$ cat config.mk
export PLATFORM = sky130hd
export DESIGN_NAME = prescaled_timer_bank
export DESIGN_NICKNAME = d
export VERILOG_FILES = /design/src/rtl/ptb_pkg.sv /design/src/rtl/ptb_cfg.sv /design/src/rtl/ptb_prescaler.sv /design/src/rtl/ptb_chan_bank.sv /design/src/rtl/prescaled_timer_bank.sv
export SDC_FILE = /design/constraint.sdc
export NUM_CORES = 1
export LEC_CHECK = 0
export BUFFER_PORTS_ARGS = -buffer_cell sky130_fd_sc_hd__buf_2
export CORE_UTILIZATION = 40
export CTS_CLUSTER_SIZE = 10
export DETAILED_ROUTE_END_ITERATION = 16
export GPL_ROUTABILITY_DRIVEN = 1
export GPL_TIMING_DRIVEN = 1
export PLACE_DENSITY_LB_ADDON = 0.05
export SYNTH_ARGS = -nofsm -noshare
export SYNTH_HDL_FRONTEND = slang
export SYNTH_SLANG_ARGS = --single-unit
$ cat constraint.sdc
create_clock -name clk_i -period 3 [get_ports clk_i]
set_input_delay 0 -clock clk_i [delete_from_list [all_inputs] [get_ports clk_i]]
set_output_delay 0 -clock clk_i [all_outputs]
set_load 0.005 [all_outputs]
$ cat src/rtl/ptb_pkg.sv
// Shared types and constants of the prescaled timer bank.
`default_nettype none
package ptb_pkg;

  parameter int NUM_CHANNELS = 3;
  parameter int CNT_W        = 16;
  parameter int CH_W         = 2;
  parameter int PADDR_W      = 3;
  parameter int PDATA_W      = 32;

  parameter logic [CNT_W-1:0] TICKS_PER_SECOND_RST = 16'd1000;
  parameter logic [CNT_W-1:0] COUNT_CEILING_RST    = 16'd65000;

  typedef enum logic [1:0] {
    OP_TICK  = 2'd0,
    OP_START = 2'd1,
    OP_STOP  = 2'd2,
    OP_QUERY = 2'd3
  } op_e;

  typedef enum logic {
    REG_TICKS_PER_SECOND = 1'b0,
    REG_COUNT_CEILING    = 1'b1
  } reg_idx_e;

  typedef struct packed {
    logic [CNT_W-1:0] ticks_per_second;
    logic [CNT_W-1:0] count_ceiling;
  } cfg_t;

  typedef struct packed {
    op_e              opcode;
    logic [CH_W-1:0]  channel;
    logic [CNT_W-1:0] threshold;
    logic             periodic;
  } cmd_t;

endpackage
`default_nettype wire

$ cat src/rtl/ptb_cfg.sv
// APB configuration registers of the prescaled timer bank.
`default_nettype none
module ptb_cfg (
  input  wire logic                            clk_i,
  input  wire logic                            rst_ni,
  input  wire logic                            psel,
  input  wire logic                            penable,
  input  wire logic                            pwrite,
  input  wire logic [ptb_pkg::PADDR_W-1:0]     paddr,
  input  wire logic [ptb_pkg::PDATA_W-1:0]     pwdata,
  output logic      [ptb_pkg::PDATA_W-1:0]     prdata,
  output logic                                 pready,
  output ptb_pkg::cfg_t                        cfg_o
);
  import ptb_pkg::*;

  cfg_t     cfg_q;
  reg_idx_e idx;
  logic     wr_en;

  assign idx    = reg_idx_e'(paddr[2]);
  assign wr_en  = psel && penable && pwrite;
  assign pready = 1'b1;
  assign cfg_o  = cfg_q;

  always_ff @(posedge clk_i or negedge rst_ni) begin
    if (!rst_ni) begin
      cfg_q.ticks_per_second <= TICKS_PER_SECOND_RST;
      cfg_q.count_ceiling    <= COUNT_CEILING_RST;
    end else if (wr_en) begin
      unique case (idx)
        REG_TICKS_PER_SECOND: cfg_q.ticks_per_second <= pwdata[CNT_W-1:0];
        REG_COUNT_CEILING:    cfg_q.count_ceiling    <= pwdata[CNT_W-1:0];
        default: ;
      endcase
    end
  end

  always_comb begin
    prdata = '0;
    unique case (idx)
      REG_TICKS_PER_SECOND: prdata[CNT_W-1:0] = cfg_q.ticks_per_second;
      REG_COUNT_CEILING:    prdata[CNT_W-1:0] = cfg_q.count_ceiling;
      default:              prdata = '0;
    endcase
  end

endmodule
`default_nettype wire

$ cat src/rtl/ptb_prescaler.sv
// Shared millisecond prescaler; pulses once per wrap.
`default_nettype none
module ptb_prescaler (
  input  wire logic                        clk_i,
  input  wire logic                        rst_ni,
  input  wire logic                        tick_i,
  input  wire logic [ptb_pkg::CNT_W-1:0]   ticks_per_second_i,
  output logic                             advance_o
);
  import ptb_pkg::*;

  logic [CNT_W-1:0] count_q, count_d;
  logic             wrap;

  // A count at or above the wrap value wraps on the next tick.
  assign wrap      = count_q >= ticks_per_second_i;
  assign advance_o = tick_i && wrap;

  always_comb begin
    count_d = count_q;
    if (tick_i) begin
      count_d = wrap ? '0 : count_q + CNT_W'(1);
    end
  end

  always_ff @(posedge clk_i or negedge rst_ni) begin
    if (!rst_ni) begin
      count_q <= '0;
    end else begin
      count_q <= count_d;
    end
  end

endmodule
`default_nettype wire

$ cat src/rtl/ptb_chan_bank.sv
// Per-channel seconds counters and run flags, with query compare.
`default_nettype none
module ptb_chan_bank (
  input  wire logic                        clk_i,
  input  wire logic                        rst_ni,
  input  wire logic                        cmd_valid_i,
  input  wire ptb_pkg::cmd_t               cmd_i,
  input  wire logic                        advance_i,
  input  wire logic [ptb_pkg::CNT_W-1:0]   count_ceiling_i,
  output logic                             hit_o
);
  import ptb_pkg::*;

  logic [CNT_W-1:0]        seconds_q [NUM_CHANNELS];
  logic [CNT_W-1:0]        seconds_d [NUM_CHANNELS];
  logic [NUM_CHANNELS-1:0] running_q, running_d;
  logic [NUM_CHANNELS-1:0] sel, hit;

  always_comb begin
    for (int k = 0; k < NUM_CHANNELS; k++) begin
      // An out-of-range channel selects nothing.
      sel[k] = cmd_valid_i && (32'(cmd_i.channel) == k);
      hit[k] = sel[k] && (cmd_i.opcode == OP_QUERY) && running_q[k] &&
               (seconds_q[k] >= cmd_i.threshold);
      seconds_d[k] = seconds_q[k];
      running_d[k] = running_q[k];
      if (cmd_valid_i) begin
        case (cmd_i.opcode)
          OP_TICK: begin
            if (advance_i && running_q[k] && (seconds_q[k] < count_ceiling_i)) begin
              seconds_d[k] = seconds_q[k] + CNT_W'(1);
            end
          end
          OP_START: begin
            if (sel[k]) begin
              seconds_d[k] = '0;
              running_d[k] = 1'b1;
            end
          end
          OP_STOP: begin
            if (sel[k]) begin
              running_d[k] = 1'b0;
            end
          end
          OP_QUERY: begin
            if (hit[k]) begin
              if (cmd_i.periodic) begin
                seconds_d[k] = '0;
              end else begin
                running_d[k] = 1'b0;
              end
            end
          end
          default: ;
        endcase
      end
    end
  end

  assign hit_o = |hit;

  always_ff @(posedge clk_i or negedge rst_ni) begin
    if (!rst_ni) begin
      running_q <= '0;
      for (int k = 0; k < NUM_CHANNELS; k++) begin
        seconds_q[k] <= '0;
      end
    end else begin
      running_q <= running_d;
      for (int k = 0; k < NUM_CHANNELS; k++) begin
        seconds_q[k] <= seconds_d[k];
      end
    end
  end

endmodule
`default_nettype wire

$ cat src/rtl/prescaled_timer_bank.sv
// Top level of the prescaled timer bank.
//
// A bank of seconds timers sharing one millisecond prescaler.
// Request channel: drive opcode_i, channel_i, threshold_i and periodic_i
// with start high; the request is taken at the rising edge where start is
// high and busy is low. busy is always low, so a request may be issued in
// every cycle: throughput is one request per clock.
// Opcodes: tick advances the prescaler (and, on wrap, every running count
// below count_ceiling), start clears and runs a channel, stop halts it, query
// compares a running count against threshold_i, reports expired_o, and on a
// hit clears a periodic channel or stops a one-shot one. The request lands in
// an input register when taken; from there it updates timer state and loads
// the result register, and done_o with expired_o is shown for exactly one
// cycle. One result per request, in request order. The receiver cannot stall:
// results are never held, so the result register simply reloads every cycle.
// Configuration: APB registers ticks_per_second (0x0) and count_ceiling
// (0x4); the user writes them only while no request is in flight; unenforced.
// Reset (rst_ni low, asynchronous): prescaler and all counts zero, all
// channels stopped, registers at 1000 and 65000, no result pending.
`default_nettype none
module prescaled_timer_bank (
  input  wire logic                        clk_i,
  input  wire logic                        rst_ni,
  input  wire logic                        start,
  output logic                             busy,
  input  wire logic [1:0]                  opcode_i,
  input  wire logic [ptb_pkg::CH_W-1:0]    channel_i,
  input  wire logic [ptb_pkg::CNT_W-1:0]   threshold_i,
  input  wire logic                        periodic_i,
  output logic                             done_o,
  output logic                             expired_o,
  input  wire logic                        psel,
  input  wire logic                        penable,
  input  wire logic                        pwrite,
  input  wire logic [ptb_pkg::PADDR_W-1:0] paddr,
  input  wire logic [ptb_pkg::PDATA_W-1:0] pwdata,
  output logic      [ptb_pkg::PDATA_W-1:0] prdata,
  output logic                             pready
);
  import ptb_pkg::*;

  cfg_t  cfg;
  cmd_t  cmd_q;
  logic  cmd_valid_q;
  logic  accept;
  logic  advance;
  logic  hit;
  logic  done_q;
  logic  expired_q;

  // Never stall the request side.
  assign busy   = 1'b0;
  assign accept = start && !busy;

  ptb_cfg u_cfg (
    .clk_i   (clk_i),
    .rst_ni  (rst_ni),
    .psel    (psel),
    .penable (penable),
    .pwrite  (pwrite),
    .paddr   (paddr),
    .pwdata  (pwdata),
    .prdata  (prdata),
    .pready  (pready),
    .cfg_o   (cfg)
  );

  // Input register: valid flag is reset, payload is not.
  always_ff @(posedge clk_i or negedge rst_ni) begin
    if (!rst_ni) begin
      cmd_valid_q <= 1'b0;
    end else begin
      cmd_valid_q <= accept;
    end
  end

  always_ff @(posedge clk_i) begin
    if (accept) begin
      cmd_q.opcode    <= op_e'(opcode_i);
      cmd_q.channel   <= channel_i;
      cmd_q.threshold <= threshold_i;
      cmd_q.periodic  <= periodic_i;
    end
  end

  // Prescaler only sees tick requests.
  ptb_prescaler u_prescaler (
    .clk_i              (clk_i),
    .rst_ni             (rst_ni),
    .tick_i             (cmd_valid_q && (cmd_q.opcode == OP_TICK)),
    .ticks_per_second_i (cfg.ticks_per_second),
    .advance_o          (advance)
  );

  ptb_chan_bank u_chan_bank (
    .clk_i           (clk_i),
    .rst_ni          (rst_ni),
    .cmd_valid_i     (cmd_valid_q),
    .cmd_i           (cmd_q),
    .advance_i       (advance),
    .count_ceiling_i (cfg.count_ceiling),
    .hit_o           (hit)
  );

  // Result register: strobe for one cycle per request.
  always_ff @(posedge clk_i or negedge rst_ni) begin
    if (!rst_ni) begin
      done_q    <= 1'b0;
      expired_q <= 1'b0;
    end else begin
      done_q    <= cmd_valid_q;
      expired_q <= cmd_valid_q && hit;
    end
  end

  assign done_o    = done_q;
  assign expired_o = expired_q;

endmodule
`default_nettype wire

# ---- Word level (Yosys, flattened, before mapping)
# Cells that the tools add are included.
# Widths: inputs -> output; s select.
dict set report classes {
  order_cmp 7
  n_eq_ne 19
  n_reduce_logical 36
  bitwise 1
  n_mux 28
  add_sub_neg 4
}
# cell n
set ops {}
lappend ops {{$mux 16} 11}
lappend ops {{$pmux 16 s3} 3}
lappend ops {{$add 16x1->16 const B} 4}
lappend ops {{$ge 16x16->1} 4}
lappend ops {{$lt 16x16->1} 3}
lappend ops {{$reduce_and 6->1} 6}
lappend ops {{$pmux 16 s2} 1}
lappend ops {{$ne 2x1->1 const B} 12}
lappend ops {{$logic_and 1x1->1} 23}
lappend ops {{$mux 1} 10}
lappend ops {{$pmux 1 s3} 3}
lappend ops {{$eq 2x2->1 const B} 3}
lappend ops {{$reduce_bool 3->1} 2}
lappend ops {{$eq 2x1->1 const B} 2}
lappend ops {{$logic_not 2->1} 2}
lappend ops {{$ne 2x2->1 const B} 2}
lappend ops {{$reduce_and 2->1} 2}
lappend ops {{$reduce_or 3->1} 1}
lappend ops {{$not 1->1} 1}
dict set report word_totals {
  output_inout_bits 36
  ff_bits 123
  in_bits 62
  wordCells 111
}

# ---- Depth between registers and ports, before layout
dict set report depth {
  word_depth 7
  depth_mapped 11
}

# ---- Cells and area by module
# From an unflattened synthesis, not the netlist that was laid out.
dict set report unflattened {
  cells_unflattened 873
  hier_area_um2 8650.8
}
# module seq_area_each_um2 instances area_each_um2 cells_per_inst
set by_module_without_submodules {}
lappend by_module_without_submodules {ptb_chan_bank 1276.2 1 5096.1 603}
lappend by_module_without_submodules {ptb_cfg 822.0 1 1619.1 105}
lappend by_module_without_submodules {ptb_prescaler 400.4 1 1199.9 137}
lappend by_module_without_submodules {prescaled_timer_bank 705.7 1 735.7 28}

# ---- Least setup slack after synthesis
# OpenSTA, ideal clock, no wires.
dict set report synth_path {
  path_type {reg-to-reg}
  from {register u_cfg.cfg_q, in the netlist u_cfg.cfg_o[5]}
  to {register u_chan_bank.seconds_q[30] (netlist name)}
  path_stages_with_launch 11
  path_buffers 1
  required_time_ns 2.874
  setup_slack_ns 0.323
  t_arrival_ns 2.551
  path_cell_list {dfstp_2 > inv_1 > ha_1 > a21o_1 > a2111oi_0 > o21ai_0 > a21oi_1 > nand2_2 > buf_6 > a211o_1 > a221o_1}
}
dict set report synth_between {
  elab_chain_cells 4
}
# element line
set synth_rtl {}
lappend synth_rtl {{start, declared} ptb_cfg.sv:17} ;# cfg_t cfg_q;
lappend synth_rtl {{$lt 16x16->1} ptb_chan_bank.sv:30} ;# if (advance_i && running_q[k] && (seconds_q[k] < count_ceiling_i)) begin
lappend synth_rtl {{$logic_and 1x1->1} ptb_chan_bank.sv:30}
lappend synth_rtl {{$ne 2x1->1 (no source line)} --}
lappend synth_rtl {{$reduce_and 6->1 (no source line)} --}
lappend synth_rtl {{end signal, assigned by index} ptb_chan_bank.sv:71} ;# seconds_q[k] <= seconds_d[k];
lappend synth_rtl {{end, declared} ptb_chan_bank.sv:14} ;# logic [CNT_W-1:0] seconds_q [NUM_CHANNELS];
# Every way passes these cells.
# A chain may end at the register's enable or synchronous reset.

# ---- Final worst setup path
dict set report layout_path {
  from {register u_cfg.cfg_q, in the netlist u_cfg.cfg_o[13]}
  to {register u_chan_bank.seconds_q[13] (netlist name)}
}
# The elaborated chain is that of the path after synthesis.

==> results_dict.tcl <==
set metrics [dict create \
    cpPeakStageDelay_ns 0.53 \
    gp_congestion 0.811 \
    cp-end-kind "register" \
    wl_um 25400 \
    final_cells 1347 \
    syn_to_final_growth_pct 20.9 \
    tightest_slew_ns 0.896 \
    io_pins 98 \
    ys_ff_latch 123 \
    cp-start-kind "register" \
    fin_ws_ns 0.0411 \
    seq_area_mm2 0.00320 \
    drcViolationCount 0 \
    grt_pass1_wl_um 39700 \
    total_power_mw 5.71 \
    grt_antenna_before_repair 0 \
    clkLatencyLatePin_ns 0.43 \
    worstPathArrival_ns 3.27 \
    dr_total_vias 7372 \
    crit_chain "inv_1, ha_1, a21o_1, a21oi_1, o21ai_0, a2111oi_1, a21oi_1, or3_4, a221o_1" \
    synth_edf_count 21 \
    syn_avg_cell_area_um2 9.53 \
    synth_cell_types 77 \
    cts_buffer_depth 2 \
    synth-main-ff-cell "dfrtp_1" \
    clk_pin_slew_ns 0.06 \
    post-route-cell-area_mm2 0.0107 \
    yosys_warnings 0 \
    numCtsBuffers 17 \
    dieWidth_um 150 \
    crit_required_ns 3.31 \
    cp_common_cell "a21oi_1" \
    maxCapViolCount 0 \
    yosysSeqAreaShare_pct 36.4 \
    place_inst 1274 \
    grt_pass1_vias 6874 \
    min_period_over_period_pct 98.6 \
    place_area_mm2 0.00958 \
    grt_use_total_pct 23.8 \
    num_rows 53 \
    pre_cts_ws_ns -0.0142 \
    multi_input_area_mm2 0.00515 \
    drive_gt1_share_pct 20.5 \
    r2r_start "u_cfg.cfg_o[13]" \
    async_flop_share_pct 82.9 \
    max_freq_mhz 338 \
    crit_start "u_cfg.cfg_o[13]" \
    numPortBuffers 61 \
    cpMaxStageDelayCell "dfstp_2" \
    power_leakage_nw 4.95 \
    dr.pass1.iters 5 \
    cts_root_buf "clkbuf_16" \
    setup_viol 0 \
    avgViaCountPerCell 5.47 \
    wl_per_cell_um 18.9 \
    path_class "reg -> reg" \
    setup_tns_ns 0 \
    synthCells 925 \
    netlist_area_mm2 0.00881 \
    min_path_type "in -> async" \
    core_region_area_mm2 0.0213 \
    clock_sinks 123 \
    ant_nets 0 \
    grt-ovfl-total 0 \
    cts_tree "done" \
    rrSetupSlack_ns 0.04 \
    clock_skew_ns 0.0122 \
    hpwl_um 19200 \
    status "finished clean" \
    antenna_cells 0 \
    fillers 2010 \
    crit_path_max_fanout 4 \
    r2r_end "u_chan_bank.seconds_q[13]" \
    finalCriticalPeriod_ns 2.96 \
    die_area_mm2 0.0226 \
    grt_max_degree 35 \
    final_net_count 1234 \
    htree_levels 4 \
    drv_slew 0 \
    first_iter_violations 416 \
    hold_violations 0 \
    die_y_um 150 \
    initial_core_util_pct 41.4 \
    power_per_cell_area_mw_per_mm2 536 \
    ir_worst_vdd_mv 0.317 \
    reg2regPathDepth 9 \
    max_slew_margin_pct 40.3 \
]
[worst max-delay path by stage]
| stage | endpoint | slack, ns |
|---|---|---|
| after floorplan | u_chan_bank.seconds_q[30] | 0.32 |
| after global placement | u_chan_bank.seconds_q[30] | 0.07 |
| after detailed placement | u_chan_bank.seconds_q[16] | -0.01 |
| after global routing | u_chan_bank.seconds_q[38] | -0.01 |
| after CTS | u_chan_bank.seconds_q[30] | 0.01 |
| final | u_chan_bank.seconds_q[13] | 0.04 |
[critical path: cells and delay by family, from the launching register on]
| kind | cells | cell delay [ns] |
|---|---|---|
| and+or+nand+nor | 1 | 0.42 |
| AOI/OAI and AO/OA | 6 | 1.46 |
| adders and majority gates | 1 | 0.33 |
| buffers and inverters | 1 | 0.09 |
| DFF | 1 | 0.53 |
[sequential cells by signal, indices dropped and copies added (netlist names)]
name / cells
u_cfg.cfg_o: 32
cmd_q: 21
u_prescaler.count_q: 16
cmd_valid_q: 1
u_chan_bank.running_q: 3
u_chan_bank.seconds_q: 48
expired_o: 1
done_o: 1
[cell usage after synthesis, types with 7 or more instances]
library cell    n  area, µm²
o21ai_0        62        310
inv_1          70        263
and4_1          7       61.3
nand4_1        19        119
dfrtp_1        85       2130
buf_4          18        135
clkbuf_1       18       67.6
a211o_1         8       70.1
o211ai_1       20        150
nor2b_1        12       75.1
a211oi_1        8       60.1
dfstp_2        17        447
a21o_1         16        120
or3_1           9       56.3
nand2_1        85        319
edfxtp_1       21        631
a21oi_1        47        235
nor4_1          7       43.8
and3_1         17        106
mux2_2         37        417
ha_1          113       1410
a31oi_1        10       62.6
nor2_1         40        150
nand2b_1       12       75.1
xor2_1          9       78.8
nand3_1        28        140
nor3_1         16       80.1
o21a_1          8       60.1
o31ai_1        10       75.1
[power breakdown]
| part | switching [mW] | total, mW | leakage, nW | internal, mW |
|---|---|---|---|---|
| clock network | 0.832 | 2.22 | 0.299 | 1.39 |
| logic | 0.756 | 1.36 | 3.14 | 0.603 |
| registers | 0.193 | 2.13 | 1.51 | 1.93 |
| total | 1.78 | 5.71 | 4.95 | 3.93 |
[cells in the final DEF, fill, tap and decap left out, drive strengths merged, types with 18 or more instances in the layout]
| master | netlist | layout |
|---|---|---|
| dlygate4sd3 | 0 | 39 |
| conb | 2 | 18 |
| a21oi | 47 | 47 |
| ha | 113 | 113 |
| nand4 | 20 | 20 |
| nor2 | 40 | 40 |
| edfxtp | 21 | 21 |
| mux2 | 37 | 37 |
| inv | 70 | 73 |
| nand3 | 28 | 28 |
| o211ai | 20 | 20 |
| buf | 25 | 106 |
| dfrtp | 85 | 85 |
| o21ai | 63 | 63 |
| nand2 | 86 | 86 |
[final cells by class]
cell class	count	share of cell area, %
clock inverters	15	1.84
flip-flops and latches	123	30.1
clock buffers	17	3.99
well taps	275	3.23
repair buffers	145	9.96
multi-input cells	701	48.4
inverters	71	2.50
[stage by stage]
stage	hold WS, ns	utilization, %
floorplan	-0.296	-
global placement	-0.00370	45.0
detailed placement	-0.00931	45.0
CTS	0.0902	49.8
global route	0.101	50.0
finish	0.0700	50.0
[logic make-up after synthesis]
family          share of synthesized area, %
mux                                     4.73
compound gates                          19.0
xor+xnor                                1.09
buf+inv                                 6.39
flops                                   36.4
other cells                           0.0852
simple gates                            16.3
fa+ha+maj                               16.0
[routing by layer]
metal	part of all wire (%)	track usage [%]	wire, µm	vias up
met2	45	36.7	11500	142
met5	0	0	0	-
met3	4.1	4.03	1050	23
li1	-	-	-	3686
met4	1.5	6.92	391	0
met1	49	33.9	12500	3521
[timing repair]
item | CTS | global route
pin swaps | 0 | 4
hold endpoints to repair | 85 | 0
cloned | 0 | 0
setup buffers | 0 | 2
hold buffers | 39 | 0
endpoints found under the setup margin | 1 | 35
gates resized for setup | 1 | 15
No activity file was read; power rests on OpenSTA's default activity.
